**config.mk**
```make
export PLATFORM = sky130hd
export DESIGN_NAME = quadratic_probe_hash_map_flat
export DESIGN_NICKNAME = d
export VERILOG_FILES = /design/src/hdl/qphm_pkg.sv /design/src/hdl/qphm_req_if.sv /design/src/hdl/qphm_rsp_if.sv /design/src/hdl/quadratic_probe_hash_map.sv /design/src/hdl/qphm_ram.sv /design/src/hdl/qphm_ctrl.sv /design/src/hdl/qphm_datapath.sv /design/src/flat_wrapper.sv
export SDC_FILE = /design/constraint.sdc
export NUM_CORES = 1
export LEC_CHECK = 0
export BUFFER_PORTS_ARGS = -buffer_cell sky130_fd_sc_hd__buf_2
export CAP_MARGIN = 30
export CORE_AREA = 2 2 403 405
export DETAILED_ROUTE_END_ITERATION = 10
export DIE_AREA = 0 0 405 407
export HOLD_SLACK_MARGIN = 0.1
export SETUP_SLACK_MARGIN = 0.05
export SYNTH_ARGS = -nofsm -noshare
export SYNTH_HDL_FRONTEND = slang
export SYNTH_SLANG_ARGS = --single-unit
```
**constraint.sdc**
```tcl
create_clock -name clock -period 10.19 [get_ports clock]
set_clock_uncertainty 0.2 [all_clocks]
set_input_delay 2.038 -clock clock [delete_from_list [all_inputs] [get_ports clock]]
set_output_delay 2.038 -clock clock [all_outputs]
set_load 0.01 [all_outputs]
```
**src/hdl/qphm_pkg.sv**
```systemverilog
// shared types and constants of the quadratic probe hash map
`default_nettype none

package qphm_pkg;

   // fixed field widths
   localparam int CMD_WIDTH    = 2;
   localparam int KEY_WIDTH    = 30;
   localparam int STATUS_WIDTH = 2;
   localparam int COUNT_WIDTH  = 5;
   localparam int MARK_WIDTH   = 2;

   // home slot remainder unit: hash word consumed HASH_BITS bits a step
   localparam int HASH_WORD   = 32;
   localparam int HASH_BITS   = 4;
   localparam int HASH_STEPS  = HASH_WORD / HASH_BITS;
   localparam int HCNT_WIDTH  = $clog2(HASH_STEPS);

   typedef enum logic [CMD_WIDTH-1:0] {
      CMD_INSERT = 2'd0,
      CMD_REMOVE = 2'd1,
      CMD_LOOKUP = 2'd2
   } cmd_type;

   typedef enum logic [STATUS_WIDTH-1:0] {
      STAT_OK        = 2'd0,
      STAT_NOT_FOUND = 2'd1,
      STAT_FULL      = 2'd2
   } status_type;

   typedef enum logic [MARK_WIDTH-1:0] {
      MARK_NEVER = 2'd0,
      MARK_USED  = 2'd1,
      MARK_GONE  = 2'd2
   } mark_type;

   typedef enum logic [2:0] {
      S_CLEAR,
      S_IDLE,
      S_HASH,
      S_PROBE,
      S_RESP
   } state_type;

   // controller to datapath
   typedef struct packed {
      logic take;
      logic clr_step;
      logic hash_step;
      logic probe_init;
      logic probe_step;
      logic finish;
      logic resp_load;
   } ctl_cmd_type;

   // datapath to controller
   typedef struct packed {
      logic req_fire;
      logic req_bad;
      logic clr_done;
      logic hash_done;
      logic probe_end;
      logic rsp_free;
   } ctl_sts_type;

endpackage

`default_nettype wire

```
**src/hdl/qphm_req_if.sv**
```systemverilog
// request channel: command, key and value words
`default_nettype none

interface qphm_req_if #(
   parameter int VALUE_WIDTH = 32
) ();
   logic                           valid;
   logic                           ready;
   logic [qphm_pkg::CMD_WIDTH-1:0] cmd;
   logic [qphm_pkg::KEY_WIDTH-1:0] key_in;
   logic [VALUE_WIDTH-1:0]         value_in;

   modport source (output valid, output cmd, output key_in, output value_in, input ready);
   modport sink   (input valid, input cmd, input key_in, input value_in, output ready);
endinterface

`default_nettype wire

```
**src/hdl/qphm_rsp_if.sv**
```systemverilog
// response channel: status, value and entry count words
`default_nettype none

interface qphm_rsp_if #(
   parameter int VALUE_WIDTH = 32
) ();
   logic                              valid;
   logic                              ready;
   logic [qphm_pkg::STATUS_WIDTH-1:0] status;
   logic [VALUE_WIDTH-1:0]            value_out;
   logic [qphm_pkg::COUNT_WIDTH-1:0]  entry_count;

   modport source (output valid, output status, output value_out, output entry_count,
                   input ready);
   modport sink   (input valid, input status, input value_out, input entry_count,
                   output ready);
endinterface

`default_nettype wire

```
**src/hdl/quadratic_probe_hash_map.sv**
```systemverilog
// top level of the quadratic probe hash map
//
//   channel   direction  words                               handshake
//   req_port  in         cmd, key_in, value_in               valid / ready
//   rsp_port  out        status, value_out, entry_count      valid / ready
//
// After reset the slot marks are cleared one slot a cycle, all CAPACITY of them,
// with req_port.ready low.
// One word: the accept, the home slot remainder (4 hash bits a cycle), then one slot
// read a cycle through the mark and key/value memories until the walk ends, then the
// registered memory read and the response; the walk reads up to CAPACITY slots.
// Unused command codes skip the walk and answer key not found.
// A finished response waits in its register while the next word is accepted;
// a stalled rsp_port holds only the response cycle of the following word.
`default_nettype none

module quadratic_probe_hash_map #(
   parameter int CAPACITY    = 16,
   parameter int VALUE_WIDTH = 32
) (
   input wire logic   clock,
   input wire logic   reset,
   qphm_req_if.sink   req_port,
   qphm_rsp_if.source rsp_port
);

   qphm_pkg::ctl_cmd_type ctl;
   qphm_pkg::ctl_sts_type sts;

   qphm_ctrl u_ctrl (
      .clock (clock),
      .reset (reset),
      .sts   (sts),
      .ctl   (ctl)
   );

   qphm_datapath #(
      .CAPACITY    (CAPACITY),
      .VALUE_WIDTH (VALUE_WIDTH)
   ) u_datapath (
      .clock (clock),
      .reset (reset),
      .ctl   (ctl),
      .sts   (sts),
      .req   (req_port),
      .rsp   (rsp_port)
   );

endmodule

`default_nettype wire

```
**src/hdl/qphm_ram.sv**
```systemverilog
// generic single write port ram with registered read
`default_nettype none

module qphm_ram #(
   parameter int WIDTH = 8,
   parameter int DEPTH = 16
) (
   input  wire logic                     clock,
   input  wire logic                     wr_en,
   input  wire logic [$clog2(DEPTH)-1:0] wr_addr,
   input  wire logic [WIDTH-1:0]         wr_data,
   input  wire logic [$clog2(DEPTH)-1:0] rd_addr,
   output      logic [WIDTH-1:0]         rd_data
);

   logic [WIDTH-1:0] mem [DEPTH];
   logic [WIDTH-1:0] rd_data_ff;

   // write and registered read
   always_ff @(posedge clock) begin
      if (wr_en) begin
         mem[wr_addr] <= wr_data;
      end
      rd_data_ff <= mem[rd_addr];
   end

   assign rd_data = rd_data_ff;

endmodule

`default_nettype wire

```
**src/hdl/qphm_ctrl.sv**
```systemverilog
// controller state machine of the hash map
`default_nettype none

module qphm_ctrl (
   input  wire logic                  clock,
   input  wire logic                  reset,
   input  wire qphm_pkg::ctl_sts_type sts,
   output      qphm_pkg::ctl_cmd_type ctl
);

   qphm_pkg::state_type state_ff, state_in;

   // state register, clearing pass first after reset
   always_ff @(posedge clock) begin
      if (reset) begin
         state_ff <= qphm_pkg::S_CLEAR;
      end else begin
         state_ff <= state_in;
      end
   end

   // next state and datapath commands
   always_comb begin
      state_in = state_ff;
      ctl      = '0;
      unique case (state_ff)
         qphm_pkg::S_CLEAR: begin
            ctl.clr_step = 1'b1;
            if (sts.clr_done) begin
               state_in = qphm_pkg::S_IDLE;
            end
         end
         qphm_pkg::S_IDLE: begin
            ctl.take = 1'b1;
            if (sts.req_fire) begin
               state_in = sts.req_bad ? qphm_pkg::S_RESP : qphm_pkg::S_HASH;
            end
         end
         qphm_pkg::S_HASH: begin
            if (sts.hash_done) begin
               ctl.probe_init = 1'b1;
               state_in       = qphm_pkg::S_PROBE;
            end else begin
               ctl.hash_step = 1'b1;
            end
         end
         qphm_pkg::S_PROBE: begin
            ctl.probe_step = 1'b1;
            if (sts.probe_end) begin
               ctl.finish = 1'b1;
               state_in   = qphm_pkg::S_RESP;
            end
         end
         qphm_pkg::S_RESP: begin
            if (sts.rsp_free) begin
               ctl.resp_load = 1'b1;
               state_in      = qphm_pkg::S_IDLE;
            end
         end
         default: begin
            state_in = qphm_pkg::S_IDLE;
         end
      endcase
   end

endmodule

`default_nettype wire

```
**src/hdl/qphm_datapath.sv**
```systemverilog
// datapath: request registers, home slot unit, probe walker, slot stores, response
`default_nettype none

module qphm_datapath #(
   parameter int CAPACITY    = 16,
   parameter int VALUE_WIDTH = 32
) (
   input  wire logic                  clock,
   input  wire logic                  reset,
   input  wire qphm_pkg::ctl_cmd_type ctl,
   output      qphm_pkg::ctl_sts_type sts,
   qphm_req_if.sink                   req,
   qphm_rsp_if.source                 rsp
);

   localparam int IDXW = $clog2(CAPACITY);
   localparam int CNTW = $clog2(CAPACITY + 1);
   localparam int KVW  = qphm_pkg::KEY_WIDTH + VALUE_WIDTH;
   localparam logic [IDXW:0] CAP_W  = (IDXW + 1)'(CAPACITY);
   localparam logic [IDXW:0] LAST_J = (IDXW + 1)'(CAPACITY - 1);
   localparam logic [IDXW-1:0] LAST_IDX = IDXW'(CAPACITY - 1);
   localparam logic [qphm_pkg::HCNT_WIDTH-1:0] LAST_HSTEP =
      qphm_pkg::HCNT_WIDTH'(qphm_pkg::HASH_STEPS - 1);

   // HASH_BITS remainder steps: rem = (rem * 2 + bit) mod CAPACITY per bit
   function automatic logic [IDXW-1:0] rem_step(input logic [IDXW-1:0] rem,
                                                input logic [qphm_pkg::HASH_BITS-1:0] bits);
      logic [IDXW:0] r;
      r = {1'b0, rem};
      for (int i = qphm_pkg::HASH_BITS - 1; i >= 0; i--) begin
         r = {r[IDXW-1:0], bits[i]};
         if (r >= CAP_W) begin
            r = r - CAP_W;
         end
      end
      return r[IDXW-1:0];
   endfunction

   // request word
   qphm_pkg::cmd_type                cmd_ff, cmd_in;
   logic [qphm_pkg::KEY_WIDTH-1:0]   key_ff, key_in;
   logic [VALUE_WIDTH-1:0]           val_ff, val_in;
   logic                             load;
   logic [qphm_pkg::KEY_WIDTH:0]     hval;

   // home slot unit
   logic [qphm_pkg::HASH_WORD-1:0]   shreg_ff, shreg_in;
   logic [IDXW-1:0]                  rem_ff, rem_in;
   logic [qphm_pkg::HCNT_WIDTH-1:0]  hcnt_ff, hcnt_in;
   logic                             hdone_ff, hdone_in;

   // probe walker
   logic [IDXW-1:0]                  pos_ff, pos_in;
   logic [IDXW-1:0]                  dlt_ff, dlt_in;
   logic [IDXW:0]                    jcnt_ff, jcnt_in;
   logic [IDXW:0]                    pos_sum, dlt_sum;
   logic                             issue;
   logic [IDXW-1:0]                  rd_pos_ff, rd_pos_in;
   logic                             rd_last_ff, rd_last_in;
   logic                             rd_vld_ff, rd_vld_in;

   // clearing pass
   logic [IDXW-1:0]                  clr_idx_ff, clr_idx_in;

   // slot stores
   logic                             mark_we;
   logic [IDXW-1:0]                  mark_waddr;
   logic [qphm_pkg::MARK_WIDTH-1:0]  mark_wdata;
   logic [qphm_pkg::MARK_WIDTH-1:0]  mark_rdata;
   logic                             kv_we;
   logic [KVW-1:0]                   kv_rdata;
   qphm_pkg::mark_type               mark_q;
   logic [qphm_pkg::KEY_WIDTH-1:0]   key_q;
   logic [VALUE_WIDTH-1:0]           val_q;
   logic                             slot_free, slot_match, slot_never;
   logic                             ins_ok, rem_hit;

   // occupancy and results
   logic [CNTW-1:0]                  count_ff, count_in;
   qphm_pkg::status_type             res_status_ff, res_status_in;
   logic [VALUE_WIDTH-1:0]           res_value_ff, res_value_in;
   logic [CNTW+qphm_pkg::COUNT_WIDTH-1:0] cnt_wide;

   // response register
   logic                             rsp_valid_ff, rsp_valid_in;
   qphm_pkg::status_type             rsp_status_ff, rsp_status_in;
   logic [VALUE_WIDTH-1:0]           rsp_value_ff, rsp_value_in;
   logic [qphm_pkg::COUNT_WIDTH-1:0] rsp_count_ff, rsp_count_in;

   // request handshake
   assign req.ready = ctl.take;
   assign load      = ctl.take & req.valid;
   assign hval      = {req.key_in, 1'b0} | {6'b0, req.key_in[qphm_pkg::KEY_WIDTH-1:5]};

   assign sts.req_fire = load;
   assign sts.req_bad  = (req.cmd != qphm_pkg::CMD_INSERT) &&
                         (req.cmd != qphm_pkg::CMD_REMOVE) &&
                         (req.cmd != qphm_pkg::CMD_LOOKUP);

   // request registers and home slot remainder
   always_comb begin
      cmd_in   = cmd_ff;
      key_in   = key_ff;
      val_in   = val_ff;
      shreg_in = shreg_ff;
      rem_in   = rem_ff;
      hcnt_in  = hcnt_ff;
      hdone_in = hdone_ff;
      if (load) begin
         cmd_in   = qphm_pkg::cmd_type'(req.cmd);
         key_in   = req.key_in;
         val_in   = req.value_in;
         shreg_in = {1'b0, hval};
         rem_in   = '0;
         hcnt_in  = '0;
         hdone_in = 1'b0;
      end else if (ctl.hash_step) begin
         rem_in   = rem_step(rem_ff,
                             shreg_ff[qphm_pkg::HASH_WORD-1 -: qphm_pkg::HASH_BITS]);
         shreg_in = {shreg_ff[qphm_pkg::HASH_WORD-qphm_pkg::HASH_BITS-1:0],
                     {qphm_pkg::HASH_BITS{1'b0}}};
         hcnt_in  = hcnt_ff + 1'b1;
         hdone_in = (hcnt_ff == LAST_HSTEP);
      end
   end

   assign sts.hash_done = hdone_ff;

   // probe walker: slot advances by 2j+1, both kept below the capacity
   assign pos_sum = {1'b0, pos_ff} + {1'b0, dlt_ff};
   assign dlt_sum = {1'b0, dlt_ff} + (IDXW + 1)'(2);
   assign issue   = ctl.probe_step && (jcnt_ff < CAP_W);

   always_comb begin
      pos_in     = pos_ff;
      dlt_in     = dlt_ff;
      jcnt_in    = jcnt_ff;
      rd_pos_in  = rd_pos_ff;
      rd_last_in = rd_last_ff;
      rd_vld_in  = 1'b0;
      if (ctl.probe_init) begin
         pos_in  = rem_ff;
         dlt_in  = IDXW'(1);
         jcnt_in = '0;
      end else if (issue) begin
         pos_in     = (pos_sum >= CAP_W) ? IDXW'(pos_sum - CAP_W) : pos_sum[IDXW-1:0];
         dlt_in     = (dlt_sum >= CAP_W) ? IDXW'(dlt_sum - CAP_W) : dlt_sum[IDXW-1:0];
         jcnt_in    = jcnt_ff + 1'b1;
         rd_pos_in  = pos_ff;
         rd_last_in = (jcnt_ff == LAST_J);
         rd_vld_in  = 1'b1;
      end
   end

   // slot word returned by the read issued last cycle
   assign mark_q     = qphm_pkg::mark_type'(mark_rdata);
   assign key_q      = kv_rdata[KVW-1 -: qphm_pkg::KEY_WIDTH];
   assign val_q      = kv_rdata[VALUE_WIDTH-1:0];
   assign slot_free  = (mark_q != qphm_pkg::MARK_USED);
   assign slot_never = (mark_q == qphm_pkg::MARK_NEVER);
   assign slot_match = (mark_q == qphm_pkg::MARK_USED) && (key_q == key_ff);

   always_comb begin
      if (cmd_ff == qphm_pkg::CMD_INSERT) begin
         sts.probe_end = rd_vld_ff && (slot_free || rd_last_ff);
      end else begin
         sts.probe_end = rd_vld_ff && (slot_never || slot_match || rd_last_ff);
      end
   end

   assign ins_ok  = ctl.finish && (cmd_ff == qphm_pkg::CMD_INSERT) && slot_free;
   assign rem_hit = ctl.finish && (cmd_ff == qphm_pkg::CMD_REMOVE) && slot_match;

   // clearing pass over the slot marks
   assign clr_idx_in   = ctl.clr_step ? clr_idx_ff + 1'b1 : clr_idx_ff;
   assign sts.clr_done = (clr_idx_ff == LAST_IDX);

   // store writes
   always_comb begin
      mark_we    = ctl.clr_step | ins_ok | rem_hit;
      mark_waddr = ctl.clr_step ? clr_idx_ff : rd_pos_ff;
      if (ctl.clr_step) begin
         mark_wdata = qphm_pkg::MARK_NEVER;
      end else if (ins_ok) begin
         mark_wdata = qphm_pkg::MARK_USED;
      end else begin
         mark_wdata = qphm_pkg::MARK_GONE;
      end
   end

   assign kv_we = ins_ok;

   qphm_ram #(
      .WIDTH (qphm_pkg::MARK_WIDTH),
      .DEPTH (CAPACITY)
   ) u_mark_ram (
      .clock   (clock),
      .wr_en   (mark_we),
      .wr_addr (mark_waddr),
      .wr_data (mark_wdata),
      .rd_addr (pos_ff),
      .rd_data (mark_rdata)
   );

   qphm_ram #(
      .WIDTH (KVW),
      .DEPTH (CAPACITY)
   ) u_kv_ram (
      .clock   (clock),
      .wr_en   (kv_we),
      .wr_addr (rd_pos_ff),
      .wr_data ({key_ff, val_ff}),
      .rd_addr (pos_ff),
      .rd_data (kv_rdata)
   );

   // occupancy and result of the walk
   always_comb begin
      count_in      = count_ff;
      res_status_in = res_status_ff;
      res_value_in  = res_value_ff;
      if (load) begin
         res_status_in = qphm_pkg::STAT_NOT_FOUND;
         res_value_in  = '0;
      end else if (ctl.finish) begin
         unique case (cmd_ff)
            qphm_pkg::CMD_INSERT: begin
               if (slot_free) begin
                  res_status_in = qphm_pkg::STAT_OK;
                  count_in      = count_ff + CNTW'(1);
               end else begin
                  res_status_in = qphm_pkg::STAT_FULL;
               end
            end
            qphm_pkg::CMD_REMOVE: begin
               if (slot_match) begin
                  res_status_in = qphm_pkg::STAT_OK;
                  count_in      = count_ff - CNTW'(1);
               end
            end
            qphm_pkg::CMD_LOOKUP: begin
               if (slot_match) begin
                  res_status_in = qphm_pkg::STAT_OK;
                  res_value_in  = val_q;
               end
            end
            default: begin
               res_status_in = qphm_pkg::STAT_NOT_FOUND;
            end
         endcase
      end
   end

   // response register, refilled only when empty or being taken
   assign cnt_wide     = {{qphm_pkg::COUNT_WIDTH{1'b0}}, count_ff};
   assign sts.rsp_free = !rsp_valid_ff || rsp.ready;

   always_comb begin
      rsp_valid_in  = rsp_valid_ff && !rsp.ready;
      rsp_status_in = rsp_status_ff;
      rsp_value_in  = rsp_value_ff;
      rsp_count_in  = rsp_count_ff;
      if (ctl.resp_load) begin
         rsp_valid_in  = 1'b1;
         rsp_status_in = res_status_ff;
         rsp_value_in  = res_value_ff;
         rsp_count_in  = cnt_wide[qphm_pkg::COUNT_WIDTH-1:0];
      end
   end

   assign rsp.valid       = rsp_valid_ff;
   assign rsp.status      = rsp_status_ff;
   assign rsp.value_out   = rsp_value_ff;
   assign rsp.entry_count = rsp_count_ff;

   // control registers
   always_ff @(posedge clock) begin
      if (reset) begin
         hdone_ff     <= 1'b0;
         rd_vld_ff    <= 1'b0;
         clr_idx_ff   <= '0;
         count_ff     <= '0;
         rsp_valid_ff <= 1'b0;
      end else begin
         hdone_ff     <= hdone_in;
         rd_vld_ff    <= rd_vld_in;
         clr_idx_ff   <= clr_idx_in;
         count_ff     <= count_in;
         rsp_valid_ff <= rsp_valid_in;
      end
   end

   // payload registers
   always_ff @(posedge clock) begin
      cmd_ff        <= cmd_in;
      key_ff        <= key_in;
      val_ff        <= val_in;
      shreg_ff      <= shreg_in;
      rem_ff        <= rem_in;
      hcnt_ff       <= hcnt_in;
      pos_ff        <= pos_in;
      dlt_ff        <= dlt_in;
      jcnt_ff       <= jcnt_in;
      rd_pos_ff     <= rd_pos_in;
      rd_last_ff    <= rd_last_in;
      res_status_ff <= res_status_in;
      res_value_ff  <= res_value_in;
      rsp_status_ff <= rsp_status_in;
      rsp_value_ff  <= rsp_value_in;
      rsp_count_ff  <= rsp_count_in;
   end

   // occupancy never passes the capacity
   assert property (@(posedge clock) disable iff (reset)
      count_ff <= CNTW'(CAPACITY))
      else $error("occupancy above capacity");

   // walker stays inside the table while probing
   assert property (@(posedge clock) disable iff (reset)
      ctl.probe_step |-> (pos_ff < IDXW'(CAPACITY - 1) || pos_ff == LAST_IDX) &&
                         (dlt_ff < IDXW'(CAPACITY - 1) || dlt_ff == LAST_IDX))
      else $error("probe slot outside table");

   // the last probe of a walk always ends it
   assert property (@(posedge clock) disable iff (reset)
      (ctl.probe_step && rd_vld_ff && rd_last_ff) |-> sts.probe_end)
      else $error("walk ran past its last probe");

   // a successful insert adds one entry
   assert property (@(posedge clock) disable iff (reset)
      ins_ok |=> count_ff == $past(count_ff) + CNTW'(1))
      else $error("insert did not count the new entry");

   // a successful remove drops one entry
   assert property (@(posedge clock) disable iff (reset)
      rem_hit |=> count_ff == $past(count_ff) - CNTW'(1))
      else $error("remove did not drop the entry");

endmodule

`default_nettype wire
```
**src/flat_wrapper.sv**
```systemverilog
// flat-port wrapper written by rule: the top's interface ports become plain ports
module quadratic_probe_hash_map_flat 
#(
   parameter int CAPACITY    = 16,
   parameter int VALUE_WIDTH = 32
)
  (clock, reset, req_port_valid, req_port_cmd, req_port_key_in, req_port_value_in, req_port_ready, rsp_port_valid, rsp_port_status, rsp_port_value_out, rsp_port_entry_count, rsp_port_ready);
  qphm_req_if #(.VALUE_WIDTH(VALUE_WIDTH)) req_port_i ();
  qphm_rsp_if #(.VALUE_WIDTH(VALUE_WIDTH)) rsp_port_i ();
  input wire logic clock;
  input wire logic reset;
  input wire logic [$bits(req_port_i.valid)-1:0] req_port_valid;
  input wire logic [$bits(req_port_i.cmd)-1:0] req_port_cmd;
  input wire logic [$bits(req_port_i.key_in)-1:0] req_port_key_in;
  input wire logic [$bits(req_port_i.value_in)-1:0] req_port_value_in;
  output wire logic [$bits(req_port_i.ready)-1:0] req_port_ready;
  output wire logic [$bits(rsp_port_i.valid)-1:0] rsp_port_valid;
  output wire logic [$bits(rsp_port_i.status)-1:0] rsp_port_status;
  output wire logic [$bits(rsp_port_i.value_out)-1:0] rsp_port_value_out;
  output wire logic [$bits(rsp_port_i.entry_count)-1:0] rsp_port_entry_count;
  input wire logic [$bits(rsp_port_i.ready)-1:0] rsp_port_ready;
  assign req_port_i.valid = req_port_valid;
  assign req_port_i.cmd = req_port_cmd;
  assign req_port_i.key_in = req_port_key_in;
  assign req_port_i.value_in = req_port_value_in;
  assign req_port_ready = req_port_i.ready;
  assign rsp_port_valid = rsp_port_i.valid;
  assign rsp_port_status = rsp_port_i.status;
  assign rsp_port_value_out = rsp_port_i.value_out;
  assign rsp_port_entry_count = rsp_port_i.entry_count;
  assign rsp_port_i.ready = rsp_port_ready;
  quadratic_probe_hash_map #(.CAPACITY(CAPACITY), .VALUE_WIDTH(VALUE_WIDTH)) u_core (.clock(clock), .reset(reset), .req_port(req_port_i), .rsp_port(rsp_port_i));
endmodule
```
Yosys cells after proc, flatten, opt, wreduce, memory -nomap -nowiden
Memory sizes are Yosys's and may differ from the RTL's. A register that Yosys moved wholly into a read port is not among the register bits.
Cells that the tools add are included.
{"block": "totals", "register_bits": 209, "ramBits": 1024, "out_inout_bits": 41, "memories": 2}
{"memory": "u_core.u_datapath.u_kv_ram.mem", "words": 16, "width": 62, "rd": 1, "rd_clocked_by_memory_dff": 1, "write_ports": 1, "line_no": "qphm_ram.sv:16", "source": "logic [WIDTH-1:0] mem [DEPTH];"}
{"memory": "u_core.u_datapath.u_mark_ram.mem", "words": 16, "width": 2, "rd": 1, "rd_clocked_by_memory_dff": 1, "write_ports": 1, "line_no": "qphm_ram.sv:16"}
{"block": "op_classes", "add_sub_neg": 13, "magnitude_cmp": 7, "n_eq_ne": 22, "n_mux": 48, "n_bitwise": 6, "n_reduce_logical": 32}
{"operator": "31-bit two-way mux", "count": 2}
{"operator": "4-bit two-way mux", "count": 15}
{"operator": "31-bit by 25-bit bitwise OR with 31-bit output", "count": 1}
{"operator": "30-bit == test", "count": 1}
{"operator": "5-bit greater-or-equal comparator, second input constant", "count": 6}
{"operator": "4-bit by 1-bit subtractor with 4-bit output, second input constant", "count": 6}
{"operator": "3-bit two-way mux", "count": 6}
{"operator": "3-bit one-hot mux with 5 select lines", "count": 1}
{"operator": "1-bit two-way mux", "count": 14}
{"operator": "2-bit two-way mux", "count": 6}
{"operator": "2-bit by 1-bit inequality test with 1-bit output, second input constant", "count": 6}
{"operator": "1-bit logical AND", "count": 11}
{"operator": "5-bit by 1-bit adder with 5-bit output, second input constant", "count": 2}
{"operator": "5-bit two-way mux", "count": 2}
{"operator": "2-bit inequality test, second input constant", "count": 5}
{"operator": "5-bit one-hot mux with 2 select lines", "count": 1}
{"operator": "5-bit AND reduction", "count": 2}
{"operator": "2-bit nonzero test", "count": 4}
{"operator": "3-bit by 2-bit == test with 1-bit output, second input constant", "count": 2}
{"operator": "3-bit == test, second input constant", "count": 2}
{"operator": "2-bit OR reduction", "count": 3}
{"operator": "4-bit by 2-bit adder with 5-bit output, second input constant", "count": 1}
{"operator": "4-bit by 4-bit adder with 5-bit output", "count": 1}
{"operator": "5-bit by 4-bit == test with 1-bit output, second input constant", "count": 1}
{"operator": "18 further kinds", "count": 27}

Longest topological paths before layout
{"block": "logic_depth", "depth_word": 14, "mapped_depth": 10, "depth_no_buf": 10}

Hierarchy
A second synthesis with hierarchy kept.
{"block": "unflattened", "hier_cells": 2346, "hier_area_um2": 48167.4}
{"mod": "qphm_ram at u_core.u_datapath.u_kv_ram", "instances": 1, "cells_per_inst": 1598, "area_per_inst_um2": 38333.0, "seq_area_each_um2": 31029.8}
{"mod": "qphm_datapath", "instances": 1, "cells_per_inst": 637, "area_per_inst_um2": 8181.6, "seq_area_each_um2": 5535.3}
{"mod": "qphm_ram at u_core.u_datapath.u_mark_ram", "instances": 1, "cells_per_inst": 78, "area_per_inst_um2": 1380.1, "seq_area_each_um2": 1001.0}
{"mod": "qphm_ctrl", "instances": 1, "cells_per_inst": 33, "area_per_inst_um2": 272.8, "seq_area_each_um2": 60.1}

Least setup slack after synthesis
Ideal clock, no wire load.
{"block": "synth_timing", "kind": "flip-flop to flip-flop", "start": "register u_core.u_ctrl.state_ff[0]", "end": "memory u_core.u_datapath.u_kv_ram.mem[4][0] (netlist bit), enable pin", "setup_time_ns": 0.558, "arrival_ns": 6.406, "path_slack_ns": 3.026, "path_stages_with_launch": 6, "synth_period_minus_slack_ns": 7.164, "cell_sequence": "dfxtp_1 clkbuf_1 nand4b_1 nor3b_1 nand3b_1 nor3_1"}
{"block": "synth_between", "elab_chain_cells": 6}
{"item": "start, declared", "line_no": "qphm_ctrl.sv:11", "source": "qphm_pkg::state_type state_ff, state_in;"}
{"item": "start signal, assigned", "line_no": "qphm_ctrl.sv:16", "source": "state_ff <= qphm_pkg::S_CLEAR;"}
{"item": "start signal, assigned", "line_no": "qphm_ctrl.sv:18", "source": "state_ff <= state_in;"}
{"item": "3-bit by 2-bit == test with 1-bit output", "line_no": "qphm_ctrl.sv:26", "source": "unique case (state_ff)"}
{"item": "2-bit two-way mux", "line_no": "qphm_ctrl.sv:26"}
{"item": "1-bit logical AND (2 in series)", "line_no": "qphm_datapath.sv:171", "source": "assign ins_ok = ctl.finish && (cmd_ff == qphm_pkg::CMD_INSERT) && slot_free;"}
{"item": "1-bit two-way mux", "line_no": "qphm_ram.sv:21", "source": "if (wr_en) begin"}
{"item": "1-bit two-way mux (implied by the code)", "line_no": "qphm_ram.sv:22", "source": "mem[wr_addr] <= wr_data;"}
{"item": "end, declared", "line_no": "qphm_ram.sv:16"}
No other way between the ends.

Worst setup path after layout
{"block": "layout_timing", "start": "register u_core.u_ctrl.state_ff[2]", "end": "output req_port_ready"}
{"block": "layout_between", "elab_chain_cells": 2}
{"item": "3-bit by 1-bit == test with 1-bit output", "line_no": "qphm_ctrl.sv:26"}
{"item": "1-bit two-way mux", "line_no": "qphm_ctrl.sv:26"}
{"item": "end, declared", "line_no": "flat_wrapper.sv:16", "source": "output wire logic [$bits(req_port_i.ready)-1:0] req_port_ready;"}
No other way between the ends.

==> impl_metrics.tcl <==
set metrics [dict create \
    worstMarginPinSlew_ns 1.12 \
    crit_path_start_kind "flop" \
    grt_pass1_wl_mm 158 \
    cts_tree "built" \
    p_sw_frac 0.223 \
    cp_data_required_time_ns 7.95 \
    max_freq_ghz 0.241 \
    wl_mm 109 \
    slew_viol_final 0 \
    wl_per_cell_um 23.5 \
    p_int_w 0.00917 \
    start_util 0.299 \
    min_period_ns 4.16 \
    power.leakage_nw 17.9 \
    syn_avg_cell_area_um2 22.0 \
    timing.hold.ws_ns 0.218 \
    clockPowerShare 0.406 \
    drtIter0Drc 2367 \
    place_congestion 0.753 \
    dpl.hpwl_mm 58.1 \
    ir_drop_mv 0.159 \
    grt_util_all_layers 0.133 \
    finalCritPeriodShare 0.408 \
    drtAntennaViolNets 0 \
    setup_viol 0 \
    outcome "completed" \
    num_rows 147 \
    power_density_nw_per_um2 211 \
    viasPerCell 4.77 \
    path_max_fanout 12 \
    grt_max_degree 152 \
    drive_gt1_frac 0.281 \
    synth_cell_types 50 \
    cts_root_buffer "clkbuf_16" \
    critical_path_arrival_ns 1.92 \
    cts-resized-gates 0 \
    cp-end-kind "primary output" \
    power_switching_w 0.00263 \
    die_x_um 405 \
    synth_area_leaders "edfxtp_1 73%, mux4_2 15%, dfxtp_1 5.4%" \
    post_cts_buffers 0 \
    final_nets 2464 \
    cts_buffer_depth 3 \
    relSlewSlack 0.252 \
    ys.warnings.count 0 \
    antenna_found_initial 18 \
    ys_seq_elements 1296 \
    cts.sink_count 1296 \
    p_seq_frac 0.530 \
    finalSetupTns_ns 0 \
    setup_slack_ns 6.03 \
    synth_edf_count 1167 \
    comb_power_share 0.064 \
    post-place-ws_ns 5.65 \
    hp-class "reg2reg" \
    antenna_cells 0 \
    total_power_w 0.0118 \
    dr.pass1.iters 7 \
    rrSetupSlack_ns 6.16 \
    die_h_um 407 \
    drc 0 \
    area_growth_pct 16.5 \
    synth-seq-area-share 0.785 \
    clk_latency_ns 0.74 \
    port_buffers 108 \
    gr-total-overflow 0 \
    synthCells 2177 \
    finalHoldViolations 0 \
    worstSetupPathType "reg2out" \
    rsz0062_at_grt "no" \
    synth_ff_type "edfxtp_1" \
    syn-num-nets 2262 \
    htreeDepth 4 \
    cts.reportedPaths.clkPinSlew_ns 0.06 \
    cts_hold_buf 0 \
    die_area_um2 165000 \
    cap_violations 0 \
    grt_pass1_vias 22505 \
    synthDominantCellAreaShare 0.731 \
    synth_area_um2 48000 \
    ios 109 \
    core_um2 160000 \
    cts_buffers 130 \
    via_count 22145 \
    async_flop_share 0 \
    post-synth-top-area-cell "edfxtp_1" \
]
==> cell type report <==
cell class	count	area, um^2
inverters	22	87.6
well taps	2160	2700
clock inverters	68	712
clock buffers	168	3570
flip-flops and latches	1296	37600
multi-input cells	763	10000
fillers	14791	104000
repair buffers	166	1160
==> worst paths after layout <==
kind / from / to / depth (start not counted)
max: u_core.u_ctrl.state_ff[2]$_SDFFE_PP0P_ / req_port_ready / 3
min: u_core.u_datapath.res_value_ff[15]$_SDFFE_PP0P_ / u_core.u_datapath.rsp.value_out[15]$_DFFE_PP_ / 0
max reg2reg: u_core.u_ctrl.state_ff[1]$_SDFFE_PP0P_ / u_core.u_datapath.u_kv_ram.mem[6][15]$_DFFE_PP_ / 6
min reg2reg: u_core.u_datapath.res_value_ff[15]$_SDFFE_PP0P_ / u_core.u_datapath.rsp.value_out[15]$_DFFE_PP_ / 0
==> cells in the mapped netlist, drive strengths merged (3+ instances only) <==
master / instances
clkbuf: 62
nand2: 94
or3: 4
ha: 15
o21a: 3
nor2b: 5
and3: 6
nand3: 5
nor2: 82
edfxtp: 1167
buf: 34
mux4: 320
xor2: 26
nor4: 7
nand4b: 3
nor3: 29
a211oi: 3
xnor2: 16
nor3b: 6
o21ai: 28
nand4: 8
a31oi: 12
inv: 21
a21oi: 26
dfxtp: 129
mux2i: 34
nand2b: 5
==> cell families after synthesis <==
family / Yosys count / share of synthesized area
buffers and inverters: 118 / 0.00934
AOI/OAI and AO/OA: 87 / 0.0109
and+or+nand+nor: 263 / 0.0254
xor gates and xnor gates: 42 / 0.00767
adders and majority gates: 17 / 0.00475
muxes: 354 / 0.157
DFF: 1296 / 0.785
==> power groups by stage <==
stage                     registers [W]  logic, W  clock network, W
after global placement          0.00636  0.000748                 0
after global routing            0.00629  0.000832           0.00508
final                           0.00626  0.000755           0.00479
after floorplan                 0.00629  0.000529                 0
after detailed placement        0.00637  0.000762                 0
after CTS                       0.00626  0.000764           0.00490
==> state kept, by name (all words and copies together) (netlist names), 30 cells and up <==
name	count
u_core.u_datapath.u_kv_ram.rd_data	62
u_core.u_datapath.rsp.value_out	32
u_core.u_datapath.val_ff	32
u_core.u_datapath.u_mark_ram.mem	32
u_core.u_datapath.u_kv_ram.mem	992
u_core.u_datapath.key_ff	30
u_core.u_datapath.shreg_ff	32
u_core.u_datapath.res_value_ff	32
==> metal layers <==
layer / vias up / wire length (um) / track usage
li1: 9404 / - / -
met1: 11848 / 48800 / 0.189
met2: 724 / 51000 / 0.206
met3: 165 / 7110 / 0.0246
met4: 4 / 2300 / 0.0403
met5: - / 22 / 0
==> layout by cell type, fill, tap and decap left out, types with 25 or more instances in the layout <==
cell       Yosys  final
buf_2          4    108
clkbuf_16      0    134
o21ai_0       28     28
clkbuf_1      62     25
mux2i_1       34     34
mux4_2       320    320
nand2_1       94     94
xor2_1        26     26
buf_4          0     48
nor3_1        29     25
nor2_1        82     69
dfxtp_1      129    129
a21oi_1       26     26
edfxtp_1    1167   1167
==> worst max-delay path, cell delays in order (launching register included) <==
cell and delay (ns):
dfxtp_1 0.42, nand2b_1 0.23, nor2_1 0.32, buf_2 0.21
==> through the flow <==
stage               utilization  std cells  instance area (um^2)
detailed placement        0.321       4403                 51500
CTS                       0.348       4639                 55800
global placement          0.321       4399                 51400
floorplan                     -       2177                 48000
global route              0.349       4643                 55900
finish                    0.349       4643                 55900
Note: power is estimated with default switching activity, not from simulation.
